<file path="config.mk">
export PLATFORM = sky130hd
export DESIGN_NAME = sem_fifo
export DESIGN_NICKNAME = d
export VERILOG_FILES = /design/src/design/sem_fifo.sv
export SDC_FILE = /design/constraint.sdc
export NUM_CORES = 1
export LEC_CHECK = 0
export BUFFER_PORTS_ARGS = -buffer_cell sky130_fd_sc_hd__buf_4
export CORE_MARGIN = 2
export CORE_UTILIZATION = 55
export DETAILED_ROUTE_END_ITERATION = 16
export GPL_TIMING_DRIVEN = 0
export PLACE_DENSITY = 0.78
export SLEW_MARGIN = 20
export SYNTH_ARGS = -nofsm -noshare
export SYNTH_HDL_FRONTEND = slang
export SYNTH_SLANG_ARGS = --single-unit
</file>
<file path="constraint.sdc">
create_clock -name clk -period 3.19 [get_ports clk]
set_clock_uncertainty 0.1 [all_clocks]
set_input_delay 0.638 -clock clk [delete_from_list [all_inputs] [get_ports clk]]
set_output_delay 0.638 -clock clk [all_outputs]
set_load 0.02 [all_outputs]
</file>
<file path="src/design/sem_fifo.sv">
// Small register-based queue, first in first out.
// No dependencies; the caller never pushes when full nor pops when empty.
module sem_fifo #(
  parameter int W     = 8,
  parameter int DEPTH = 4
) (
  input  logic         clk,
  input  logic         rst,
  input  logic         push,
  input  logic [W-1:0] wdata,
  input  logic         pop,
  output logic [W-1:0] rdata,
  output logic         full,
  output logic         empty
);

  localparam int AW   = (DEPTH > 1) ? $clog2(DEPTH) : 1;
  localparam int CNTW = $clog2(DEPTH + 1);

  logic [W-1:0]    slots [DEPTH];
  logic [AW-1:0]   wr_ptr;
  logic [AW-1:0]   rd_ptr;
  logic [CNTW-1:0] count;

  assign full  = (count == CNTW'(DEPTH));
  assign empty = (count == '0);
  assign rdata = slots[rd_ptr];

  always_ff @(posedge clk) begin
    if (push) begin
      slots[wr_ptr] <= wdata;
    end
  end

  always_ff @(posedge clk) begin
    if (rst) begin
      wr_ptr <= '0;
      rd_ptr <= '0;
      count  <= '0;
    end else begin
      if (push) begin
        wr_ptr <= (wr_ptr == AW'(DEPTH - 1)) ? '0 : wr_ptr + 1'b1;
      end
      if (pop) begin
        rd_ptr <= (rd_ptr == AW'(DEPTH - 1)) ? '0 : rd_ptr + 1'b1;
      end
      case ({push, pop})
        2'b10:   count <= count + 1'b1;
        2'b01:   count <= count - 1'b1;
        default: count <= count;
      endcase
    end
  end

endmodule

</file>
==> summary by stage <==
Status
The flow ran to the end, and the final reports show no timing, DRC or antenna violations.

STA
The count of endpoints failing hold in the final timing report is 0. Setup violations remaining at the end of the flow were counted as 0. The final critical path takes up 72.0% of the cycle. After layout, the worst setup slack is 0.893 ns. The headroom to the max-slew limit is between 70 and 80%.

For this run, the top clock speed supported by timing is 0.435 GHz. The count of pins over their slew limit is 0. Counting I/O delays and the setup requirement, the final critical path takes 2.30 ns. Setup repair after global routing left no endpoint under its margin. Hold timing on the final database bottoms out at a slack of 0.396 ns.

The transition time at the pin with the least slew margin is 0.442 ns. In the final timing run, aggregate negative setup slack is 0 ns.

Routing
The overall via count from detail_route is between 800 and 900. The final routed wire length divided by cell count is 17.0 um. In the routed design, unresolved DRC markers number 0.

The detailed-routing iteration count for the pre-antenna-repair pass is 4. In the routed layout, each cell is associated on average with a via count of between 5 and 6. The detail route stage leaves a number of antenna-violating nets equal to 0. After the first detailed-routing iteration, the DRC count stood at 32.

The total wirelength of the detailed-routed design is around 2.5 mm.

Floorplanning
22 I/O pins were placed. The die area is approximately 3400 um2. The starting density of the core is 58.2%. The core outline area is 2760 um2. In this run the vertical extent of the chip is 58.0 um. From left edge to right edge, the die measures 58.0 um. Row generation in the floorplan step produced 19 rows.

Power
Summed over all nets, the switching power comes to 244 uW. The internal power of the cells totals 834 uW. The leakage dissipation is 0.703 nW. The power share of the combinational group is 13.9%. The total power divided by cell area is around 570 nW/um2.

The fraction of power spent switching nets is 22.6%. The worst-case IR drop observed on VDD is 0.486 mV. Of the total power, the clock network draws between 20 and 30%. The portion of total power attributed to sequential cells is 57.2%.

Clock tree
TritonCTS built the clock tree. The hold buffer count at cts is 0. The clock insertion delay at the later pin of the skew report is 0.33 ns. The number of buffers created by CTS is 5.

The clock root buffer is sky130_fd_sc_hd__clkbuf_4. The H-tree was split into 2 levels. The tree built by TritonCTS fans out to 41 sinks.

The clock-pin slew reported for the worst setup and hold paths after clock tree synthesis is 0.11 ns. The post-CTS setup buffer count is 0. Counting along the longest clock path gives a buffer depth of 2. The number of gates resized after CTS was 0.

Worst setup path
The largest single stage delay on the critical path is 0.51 ns. The number of buffer and inverter instances along the worst setup path is 2. The data required time of the critical path is between 2 and 2.5 ns. Of all nets on the critical path, the largest fanout is 8. STA classifies the critical path endpoint as a primary output. STA puts the critical path data arrival time at 1.56 ns. The critical path launch point type is a register.

The family with the most delay on the worst path is multiplexers. Walking the worst path, the cells encountered are buf_6 > mux4_2 > buf_4. The kind of critical path is register to primary output. The critical path's slowest cell is sky130_fd_sc_hd__mux4_2.

Final layout
Cells with a size suffix above 1 make up ~32% of the layout. The area growth from synthesis to layout is 16.8%. The final core utilization is 68.0%.

The top cell types in the final layout, fill and taps aside, are sky130_fd_sc_hd__edfxtp_1, sky130_fd_sc_hd__buf_4, sky130_fd_sc_hd__dfxtp_1, sky130_fd_sc_hd__mux4_2. The layout net count is 137. The non-filler instance count after layout is 149. The count of antenna diodes in the layout is 0.

Leaving out fill and tap cells, the most frequent cell in the layout is sky130_fd_sc_hd__edfxtp_1.

Yosys
The synthesized area is 1610 um2. The count of unique library cells instantiated by Yosys is 18. Counting flops and latches in the post-synthesis netlist gives a little over 40.

The Yosys warning count is 0. In this run the biggest area consumer among cell types represents 59.9% of the synthesized area. The sequential fraction of the synthesis area is 71.1%.

The post-synthesis net count is 109. The largest area contributor in the synthesized netlist is sky130_fd_sc_hd__edfxtp_1. The synthesized area divided by synthesized cell count is 17.8 um2. The number of instances in the synthesized netlist is 90.

By area the synthesized netlist is led by sky130_fd_sc_hd__edfxtp_1, sky130_fd_sc_hd__dfxtp_1, sky130_fd_sc_hd__mux4_2.

GRT
The number of global-route vias before repair was 843. Summed over all layers, the global routing overflow is 0. Global routing used 18.3% of the available tracks. The maximum number of pins on one net before global-route repair is 13. The layer flagged by global routing as most heavily used is met2. The wire length of the first global-routing pass is 4.22 mm. The global routing met3 resource utilization is 6.25%.

The global routing met2 resource utilization is 28.9%. The number of antenna violations at the first check in global routing was 0. The met1 track demand over resource is between 20% and 30%.

Min path
The type of the tightest min-delay check is input pin to register.

Place
Once detailed placement completed, the half-perimeter wirelength came to 1.73 mm. At the end of routability-driven placement, the weighted congestion stood at 0.733. At the placement stage, the worst setup path has a slack of roughly 0.94 ns. Once placement completed, the tool counted placed cells totaling 142. In this run the tool buffered the top-level ports with 21 buffer cells.

Run
The count of max-cap constraint violations is 0.
[cell type report]
class,count,area [um2]
Fill cell,193,883
Buffer,2,16.3
Clock inverter,2,35.0
Tap cell,31,38.8
Timing Repair Buffer,21,158
Sequential cell,41,1140
Clock buffer,5,37.5
Multi-Input combinational cell,40,422
Inverter,7,26.3
[power by group through the flow]
stage / combinational, mW / clock, mW / sequential, mW
floorplan: 0.0925 / 0 / 0.624
global placement: 0.145 / 0 / 0.625
detailed placement: 0.151 / 0 / 0.628
CTS: 0.153 / 0.320 / 0.616
global route: 0.165 / 0.345 / 0.618
finish: 0.150 / 0.312 / 0.616
[kinds of logic (layout without fill, tap and decap cells)]
family,Yosys count,in the layout,share of synthesized area [%]
DFF,41,41,71.1
and+or+nand+nor,16,16,5.22
muxes,10,10,12.5
buffers and inverters,9,37,2.65
adders and majority gates,7,7,5.92
AOI/OAI and AO/OA,5,5,1.56
xor gates and xnor gates,2,2,1.09
[worst reg2reg max path, stage by stage, from the launching register on]
cell                      delay, ns
sky130_fd_sc_hd__dfxtp_1       0.39
sky130_fd_sc_hd__inv_1         0.08
sky130_fd_sc_hd__fa_1          0.43
sky130_fd_sc_hd__xor2_1        0.16
sky130_fd_sc_hd__or3_1         0.31
sky130_fd_sc_hd__a21oi_1       0.14
[synth_stat cells (all sizes together)]
cell type,n
edfxtp,32
dfxtp,9
and3,1
o21ai,1
ha,6
nor3,1
buf,1
inv,7
and2,4
fa,1
mux4,8
nor3b,2
or3,1
nor2,7
a21oi,4
clkbuf,1
mux2i,2
xor2,2
[routing by layer]
metal | vias to the layer above | part of all wire [%]
li1 | 390 | -
met1 | 415 | 39
met2 | 20 | 55
met3 | 2 | 5.0
met4 | 0 | 1.1
met5 | - | 0
[sequential cells by signal (all words and copies together) (netlist names), named ones only]
name	cells
count	3
rd_ptr	2
slots	32
wr_ptr	2
[metrics by stage]
stage / instance area, um2 / power, mW
after floorplan: 1610 / 0.716
after global placement: 1800 / 0.770
after detailed placement: 1800 / 0.778
after CTS: 1870 / 1.09
after global routing: 1870 / 1.13
final: 1870 / 1.08
[final timing paths]
path	from	endpoint	slack [ns]	cells after the start
min reg2reg	count[2]	count[2]	0.42	2
max reg2reg	count[0]	count[2]	1.52	5
max	register	rdata[4]	0.89	3
min	wdata[0]	slots[1][0]	0.40	1
No activity file was read; power rests on OpenSTA's default activity.
