<file path="src/design/sem_pkg.sv">
// Shared types and constants for the Sobel edge magnitude block.
// Used by the front end, the back end and the top level; depends on nothing.
package sem_pkg;

  // Field widths of the configuration registers and the pixel stream.
  localparam int CFG_W   = 11;
  localparam int PIX_W   = 8;
  localparam int IDX_W   = 1;

  // Register indexes of the configuration port.
  localparam logic [IDX_W-1:0] REG_WIDTH  = 1'b0;
  localparam logic [IDX_W-1:0] REG_HEIGHT = 1'b1;

  // Reset values and lower bounds of the frame geometry.
  localparam logic [CFG_W-1:0] GEOM_RESET = 11'd512;
  localparam logic [CFG_W-1:0] GEOM_MIN   = 11'd3;

  // Input kinds carried on tuser.
  localparam logic KIND_PIXEL = 1'b0;
  localparam logic KIND_FLUSH = 1'b1;

  // Depths of the command queue and of the result queue.
  localparam int CMD_DEPTH = 4;
  localparam int OUT_DEPTH = 8;

  // One classified item, handed from the front end to the back end.
  typedef struct packed {
    logic             out_edge;   // emit the right-border result of the previous row
    logic             frame_end;  // that result closes the frame
    logic             shift;      // advance the window by one column
    logic             fill;       // first column of a row: replicate the column
    logic             use_pix;    // a real pixel row: use the sample and update the line stores
    logic             top_valid;  // the older line store holds a row above
    logic             emit;       // emit the result of the window after the shift
    logic [PIX_W-1:0] pix;
  } cmd_t;

endpackage

</file>
<file path="src/design/sem_front.sv">
// Front end: configuration registers, raster counters and item classification.
// Depends on sem_pkg; pushes classified items into the command queue.
module sem_front
  import sem_pkg::*;
#(
  parameter int MAX_WIDTH = 1024
) (
  input  logic                                 clk,
  input  logic                                 rst,
  input  logic                                 cfg_valid,
  input  logic [IDX_W-1:0]                     cfg_index,
  input  logic [CFG_W-1:0]                     cfg_data,
  input  logic                                 s_tvalid,
  output logic                                 s_tready,
  input  logic [PIX_W-1:0]                     s_tdata,
  input  logic                                 s_tuser,
  input  logic                                 q_full,
  output logic                                 q_push,
  output logic [$clog2(MAX_WIDTH)+$bits(cmd_t)-1:0] q_data
);

  localparam int CW = $clog2(MAX_WIDTH);
  localparam int EW = (CFG_W > CW + 1) ? CFG_W : CW + 1;
  localparam int RW = CFG_W + 1;

  logic [CFG_W-1:0] width_reg;
  logic [CFG_W-1:0] height_reg;
  logic [CW-1:0]    column_count;
  logic [RW-1:0]    row_count;
  logic [CW-1:0]    column_count_next;
  logic [RW-1:0]    row_count_next;

  logic [EW-1:0]    eff_w;
  logic [RW-1:0]    eff_h;
  logic [RW-1:0]    h_plus1;
  logic [CW-1:0]    c2;
  logic [RW-1:0]    r2;
  logic [RW-1:0]    r1;
  logic [CW:0]      c_inc;
  logic             wrap;
  logic             drop;
  logic             last_row;
  logic             accept;
  cmd_t             cmd;

  always_ff @(posedge clk) begin
    if (rst) begin
      width_reg  <= GEOM_RESET;
      height_reg <= GEOM_RESET;
    end else if (cfg_valid) begin
      unique case (cfg_index)
        REG_WIDTH:  width_reg  <= cfg_data;
        REG_HEIGHT: height_reg <= cfg_data;
      endcase
    end
  end

  // Clamp the geometry to what the line stores and the kernel support.
  always_comb begin
    if (width_reg < GEOM_MIN) begin
      eff_w = EW'(GEOM_MIN);
    end else if (EW'(width_reg) > EW'(MAX_WIDTH)) begin
      eff_w = EW'(MAX_WIDTH);
    end else begin
      eff_w = EW'(width_reg);
    end
    eff_h   = (height_reg < GEOM_MIN) ? RW'(GEOM_MIN) : RW'(height_reg);
    h_plus1 = eff_h + 1'b1;
  end

  always_comb begin
    // Wrap a stale column, then restart a frame whose row ran past the flush row.
    wrap = (EW'(column_count) >= eff_w);
    r1   = wrap ? row_count + 1'b1 : row_count;
    c2   = wrap ? '0 : column_count;
    r2   = r1;
    if (r1 > h_plus1) begin
      c2 = '0;
      r2 = '0;
    end

    drop     = (s_tuser == KIND_PIXEL) ? (r2 >= eff_h) : (r2 < eff_h);
    last_row = (r2 == h_plus1);

    cmd.out_edge  = (c2 == '0) && (r2 >= RW'(2));
    cmd.frame_end = last_row;
    cmd.shift     = !last_row && (r2 >= RW'(1));
    cmd.fill      = (c2 == '0);
    cmd.use_pix   = (r2 < eff_h);
    cmd.top_valid = (r2 >= RW'(2));
    cmd.emit      = !last_row && (c2 != '0) && (r2 >= RW'(1));
    cmd.pix       = s_tdata;

    // Advance the raster position; a dropped item keeps the wrapped position.
    c_inc = {1'b0, c2} + 1'b1;
    if (drop) begin
      column_count_next = c2;
      row_count_next    = r2;
    end else if (last_row) begin
      column_count_next = '0;
      row_count_next    = '0;
    end else if (EW'(c_inc) >= eff_w) begin
      column_count_next = '0;
      row_count_next    = r2 + 1'b1;
    end else begin
      column_count_next = c_inc[CW-1:0];
      row_count_next    = r2;
    end
  end

  assign s_tready = !q_full;
  assign accept   = s_tvalid && s_tready;
  assign q_push   = accept && !drop;
  assign q_data   = {c2, cmd};

  always_ff @(posedge clk) begin
    if (rst) begin
      column_count <= '0;
      row_count    <= '0;
    end else if (accept) begin
      column_count <= column_count_next;
      row_count    <= row_count_next;
    end
  end

endmodule

</file>
<file path="config.mk">
export PLATFORM = sky130hd
export DESIGN_NAME = sem_front
export DESIGN_NICKNAME = d
export VERILOG_FILES = /design/src/design/sem_pkg.sv /design/src/design/sem_front.sv
export SDC_FILE = /design/constraint.sdc
export NUM_CORES = 1
export LEC_CHECK = 0
export ABC_AREA = 0
export BUFFER_PORTS_ARGS = -buffer_cell sky130_fd_sc_hd__buf_2
export CAP_MARGIN = 25
export CELL_PAD_IN_SITES_DETAIL_PLACEMENT = 1
export CELL_PAD_IN_SITES_GLOBAL_PLACEMENT = 2
export CORE_ASPECT_RATIO = 1.2
export CORE_MARGIN = 2
export CORE_UTILIZATION = 34
export CTS_CLUSTER_DIAMETER = 50
export DETAILED_ROUTE_END_ITERATION = 8
export PLACE_DENSITY_LB_ADDON = 0.1
export SLEW_MARGIN = 20
export SYNTH_ARGS = -nofsm -noshare
export SYNTH_HDL_FRONTEND = slang
export SYNTH_SLANG_ARGS = --single-unit
</file>
<file path="constraint.sdc">
create_clock -name clk -period 9.9 [get_ports clk]
set_input_delay 0.495 -clock clk [delete_from_list [all_inputs] [get_ports clk]]
set_output_delay 0.495 -clock clk [all_outputs]
set_load 0.03 [all_outputs]
</file>
==> report_table.html <==
<table>
<tr><th>Metric</th><th>Value</th></tr>
<tr><th colspan="2">Power and ir drop</th></tr>
<tr><td>Static Leak</td><td>2.11 nW</td></tr>
<tr><td>Worst VDD drop</td><td>0.0000759 V</td></tr>
<tr><td>Total power consumption of the routed design</td><td>~0.61 mW</td></tr>
<tr><td>Areal power density over the cells</td><td>124 mW/mm2</td></tr>
<tr><th colspan="2">Die</th></tr>
<tr><td>Floorplan Core Area</td><td>0.0131 mm2</td></tr>
<tr><td>Effective utilization at floorplan</td><td>between 30% and 40%</td></tr>
<tr><td>FP Rows</td><td>46</td></tr>
<tr><td>Die area</td><td>about 0.014 mm2</td></tr>
<tr><td>Die span in x</td><td>109 um</td></tr>
<tr><td>Die boundary height</td><td>130 um</td></tr>
<tr><td>Count of boundary I/O pins</td><td>53</td></tr>
<tr><th colspan="2">Yosys</th></tr>
<tr><td>Multiplexer share of the synthesized area</td><td>0.692%</td></tr>
<tr><td>Yosys warns</td><td>0</td></tr>
<tr><td>Complex-gate fraction of the synthesized area</td><td>23.6%</td></tr>
<tr><td>Count of mapped cells out of synthesis</td><td>about 600</td></tr>
<tr><td>Post-synthesis share of cell area spent on and, or, nand and nor gates</td><td>28.1%</td></tr>
<tr><td>Fraction of registers with async set/reset</td><td>0%</td></tr>
<tr><td>Area of the mapped netlist</td><td>~0.0045 mm2</td></tr>
<tr><td>Dominant combinational cell family by area after synthesis</td><td>simple AND/OR/NAND/NOR gates</td></tr>
<tr><td>Dominant register cell in the synthesized netlist</td><td>sky130_fd_sc_hd__dfxtp_1</td></tr>
<tr><td>Mean instance size in the synthesized netlist</td><td>7.36 um2</td></tr>
<tr><td>Parity-gate share of the synthesized area counting xor and xnor cells</td><td>around 7.0%</td></tr>
<tr><td>Post-synthesis register bit count</td><td>44</td></tr>
<tr><td>Count of flip-flops with a built-in enable after synthesis</td><td>0</td></tr>
<tr><td>Adder-cell share of the synthesized area</td><td>14.4%</td></tr>
<tr><td>Count of cell types in the netlist</td><td>71</td></tr>
<tr><td>Net count after synthesis</td><td>692</td></tr>
<tr><td>Fraction of the yosys area taken by sequential cells</td><td>around 19%</td></tr>
<tr><th colspan="2">Clock tree</th></tr>
<tr><td>Number of buffers added to fix hold violations after cts</td><td>0</td></tr>
<tr><td>Setup bufs post-CTS</td><td>0</td></tr>
<tr><td>Clk Latency, worst-skew pair</td><td>300 ps</td></tr>
<tr><td>Sink Count</td><td>44</td></tr>
<tr><td>TritonCTS clock tree</td><td>yes</td></tr>
<tr><td>Clock transition at path regs</td><td>roughly 70 ps</td></tr>
<tr><td>Buffer cell driving the clock tree root</td><td>sky130_fd_sc_hd__clkbuf_16</td></tr>
<tr><td>Resized Gates After CTS</td><td>0</td></tr>
<tr><td>TritonCTS buffer count</td><td>5</td></tr>
<tr><td>Number of buffers between clock root and the deepest sink</td><td>2</td></tr>
<tr><td>Maximum level of the CTS H-tree</td><td>2</td></tr>
<tr><th colspan="2">GRT</th></tr>
<tr><td>Antenna violations before repair</td><td>0</td></tr>
<tr><td>Largest net degree at the start of global routing</td><td>27</td></tr>
<tr><td>Grt met2 use</td><td>between 40 and 50%</td></tr>
<tr><td>Remaining global-route overflow</td><td>0</td></tr>
<tr><td>GRT busiest layer</td><td>met2</td></tr>
<tr><td>Met1 track demand over resource</td><td>30.8%</td></tr>
<tr><td>Number of global-route vias before repair</td><td>4765</td></tr>
<tr><td>Wire length of the first global-routing pass</td><td>roughly 26000 um</td></tr>
<tr><td>Global-route track usage on met3</td><td>between 3 and 4%</td></tr>
<tr><td>GRT Resource Usage Total</td><td>24.2%</td></tr>
<tr><th colspan="2">Run status</th></tr>
<tr><td>Status</td><td>finished clean</td></tr>
<tr><th colspan="2">Worst setup path</th></tr>
<tr><td>Cell family with most CP delay</td><td>compound AO/OA/AOI/OAI gates</td></tr>
<tr><td>Worst reg2reg path startpoint</td><td>width_reg[10]$_SDFFE_PP0P_</td></tr>
<tr><td>Capturing element type of the critical path</td><td>flip-flop</td></tr>
<tr><td>Most common cell type on the critical path</td><td>sky130_fd_sc_hd__ha_1</td></tr>
<tr><td>Critical path class</td><td>reg2reg</td></tr>
<tr><td>Req. time, crit path</td><td>10070 ps</td></tr>
<tr><td>Slowest stage delay, CP</td><td>roughly 550 ps</td></tr>
<tr><td>Worst path buffer plus inverter count</td><td>3</td></tr>
<tr><td>Setup crit start kind</td><td>flip-flop</td></tr>
<tr><td>Slowest stage cell on the critical path</td><td>sky130_fd_sc_hd__a21oi_1</td></tr>
<tr><td>Data arrival, critical path</td><td>roughly 9200 ps</td></tr>
<tr><td>Largest driver fanout on the critical path</td><td>17</td></tr>
<tr><td>Worst setup path startpoint</td><td>width_reg[10]$_SDFFE_PP0P_</td></tr>
<tr><th colspan="2">Placement</th></tr>
<tr><td>Hpwl dp</td><td>13400 um</td></tr>
<tr><td>Number of input and output port buffers inserted</td><td>36</td></tr>
<tr><td>Placer's final routability congestion estimate</td><td>0.896</td></tr>
<tr><th colspan="2">Timing</th></tr>
<tr><td>Peak Freq</td><td>111 MHz</td></tr>
<tr><td>Final setup viols</td><td>0</td></tr>
<tr><td>Count of endpoints failing hold in the final timing report</td><td>0</td></tr>
<tr><td>Setup repair after global routing missed its margin</td><td>no</td></tr>
<tr><td>Clock Skew</td><td>8.68 ps</td></tr>
<tr><td>Worst-Margin Slew</td><td>855 ps</td></tr>
<tr><td>TNS Setup</td><td>0 ps</td></tr>
<tr><td>Headroom to the max-slew limit</td><td>42.3%</td></tr>
<tr><td>Period utilization</td><td>91.0%</td></tr>
<tr><td>Crit path time final</td><td>9010 ps</td></tr>
<tr><td>Final Max Tran Viols</td><td>0</td></tr>
<tr><th colspan="2">Min path</th></tr>
<tr><td>Worst hold start</td><td>cfg_data[9]</td></tr>
<tr><td>Class of the tightest hold or removal check</td><td>in2reg</td></tr>
<tr><th colspan="2">Drt</th></tr>
<tr><td>DRT antenna net count</td><td>0</td></tr>
<tr><td>Final WL</td><td>16500 um</td></tr>
<tr><td>DRT iter0 DRCs</td><td>214</td></tr>
<tr><td>Via count</td><td>4617</td></tr>
<tr><td>Post-DR wirelength/cell</td><td>between 20 and 25 um</td></tr>
<tr><td>Detail-routed via count per cell</td><td>5.77</td></tr>
<tr><td>Residual DRC</td><td>0</td></tr>
<tr><td>Detailed Routing Iterations Pass 1</td><td>4</td></tr>
<tr><th colspan="2">Cells and area</th></tr>
<tr><td>N_diodes</td><td>0</td></tr>
<tr><td>Fraction of final layout cells with drive strength greater than 1</td><td>9.81%</td></tr>
<tr><td>Number of fill cells in the layout</td><td>1669</td></tr>
<tr><td>Flip-flop count of the largest register after layout</td><td>12</td></tr>
<tr><td>Number of nets in the layout</td><td>between 700 and 800</td></tr>
<tr><td>Area growth from synthesis to final layout</td><td>9.52%</td></tr>
<tr><td>Register Area</td><td>881 um2</td></tr>
<tr><td>Area taken by multi-input logic gates</td><td>0.00334 mm2</td></tr>
<tr><th colspan="2">Run</th></tr>
<tr><td>Number of violations of the max-capacitance limit</td><td>0</td></tr>
</table>
[layout make-up]
type                    instances  share of cell area [%]
multi-input cells             501                    67.4
clock inverters                 3                   0.935
flip-flops and latches         44                    17.8
repair buffers                 39                    4.09
inverters                      40                    3.03
well taps                     168                    4.25
clock buffers                   5                    2.53
[cells by family after synthesis]
group / Yosys count
xor+xnor: 36
compound gates: 154
simple gates: 256
fa+ha+maj: 52
buf+inv: 69
flops: 44
mux: 3
[metrics by stage]
| stage | instance area [um2] | utilization (%) | cells | setup slack [ps] | hold WS, ps |
|---|---|---|---|---|---|
| after floorplan | 4520 | - | 614 | 2610 | 436 |
| after global placement | 4780 | 36.4 | 792 | 1030 | 458 |
| after detailed placement | 4780 | 36.4 | 792 | 967 | 461 |
| after CTS | 4950 | 37.7 | 800 | 933 | 429 |
| after global routing | 4950 | 37.7 | 800 | 345 | 457 |
| final | 4950 | 37.7 | 800 | 891 | 434 |
[power breakdown]
group          internal [mW]  leakage (nW)  switching [mW]
Clock                  0.120        0.0804          0.0822
Sequential             0.184         0.358         0.00970
Combinational         0.0676          1.67           0.150
[worst min-delay path, delay by kind of cell]
family,cells,cell delay (ps)
simple gates,2,120
buf+inv,1,90
[worst paths after layout]
path / to / slack (ps) / depth (start not counted)
setup / recovery: row_count[7]$_SDFFE_PP0P_ / 890 / 30
hold reg to reg: width_reg[0]$_SDFFE_PP0P_ / 460 / 2
setup reg to reg: row_count[7]$_SDFFE_PP0P_ / 890 / 30
hold / removal: width_reg[9]$_SDFFE_PP1P_ / 430 / 3
[placed cells by master (no fill, tap or decap), types with 4 or more instances in the layout]
| cell | count |
|---|---|
| sky130_fd_sc_hd__nand2_1 | 96 |
| sky130_fd_sc_hd__ha_1 | 52 |
| sky130_fd_sc_hd__a21oi_1 | 51 |
| sky130_fd_sc_hd__dfxtp_1 | 44 |
| sky130_fd_sc_hd__inv_1 | 40 |
| sky130_fd_sc_hd__nor2_1 | 39 |
| sky130_fd_sc_hd__buf_2 | 36 |
| sky130_fd_sc_hd__xnor2_1 | 25 |
| sky130_fd_sc_hd__nand4_1 | 24 |
| sky130_fd_sc_hd__o21ai_0 | 21 |
| sky130_fd_sc_hd__nand3_1 | 20 |
| sky130_fd_sc_hd__and3_1 | 14 |
| sky130_fd_sc_hd__xor2_1 | 11 |
| sky130_fd_sc_hd__nor3_1 | 9 |
| sky130_fd_sc_hd__o211ai_1 | 9 |
| sky130_fd_sc_hd__nor4_1 | 9 |
| sky130_fd_sc_hd__o21a_1 | 8 |
| sky130_fd_sc_hd__nor2b_1 | 7 |
| sky130_fd_sc_hd__and2_1 | 7 |
| sky130_fd_sc_hd__o21ai_1 | 6 |
| sky130_fd_sc_hd__nand2b_1 | 6 |
| sky130_fd_sc_hd__a32o_1 | 6 |
| sky130_fd_sc_hd__or3_1 | 5 |
| sky130_fd_sc_hd__a31oi_1 | 5 |
| sky130_fd_sc_hd__clkbuf_16 | 5 |
| sky130_fd_sc_hd__o2111ai_1 | 4 |
| sky130_fd_sc_hd__or4_1 | 4 |
[metal layers]
layer	up-vias	share of wire, %
met1	2252	46
met5	-	0
met4	0	1.7
met3	21	3.7
met2	88	49
li1	2256	-
[synthesized netlist by cell type, drive strengths merged, types with 11 or more instances]
| library cell | count | area (um2) |
|---|---|---|
| nor2 | 39 | 146 |
| xnor2 | 25 | 219 |
| nand4 | 24 | 150 |
| o211ai | 11 | 92.6 |
| a21oi | 52 | 272 |
| nand3 | 20 | 100 |
| inv | 40 | 150 |
| and3 | 14 | 87.6 |
| clkbuf | 16 | 60.1 |
| xor2 | 11 | 96.3 |
| buf | 13 | 93.8 |
| nand2 | 96 | 360 |
| ha | 52 | 651 |
| dfxtp | 44 | 881 |
| o21ai | 27 | 135 |
No activity file was read; power rests on OpenSTA's default activity.
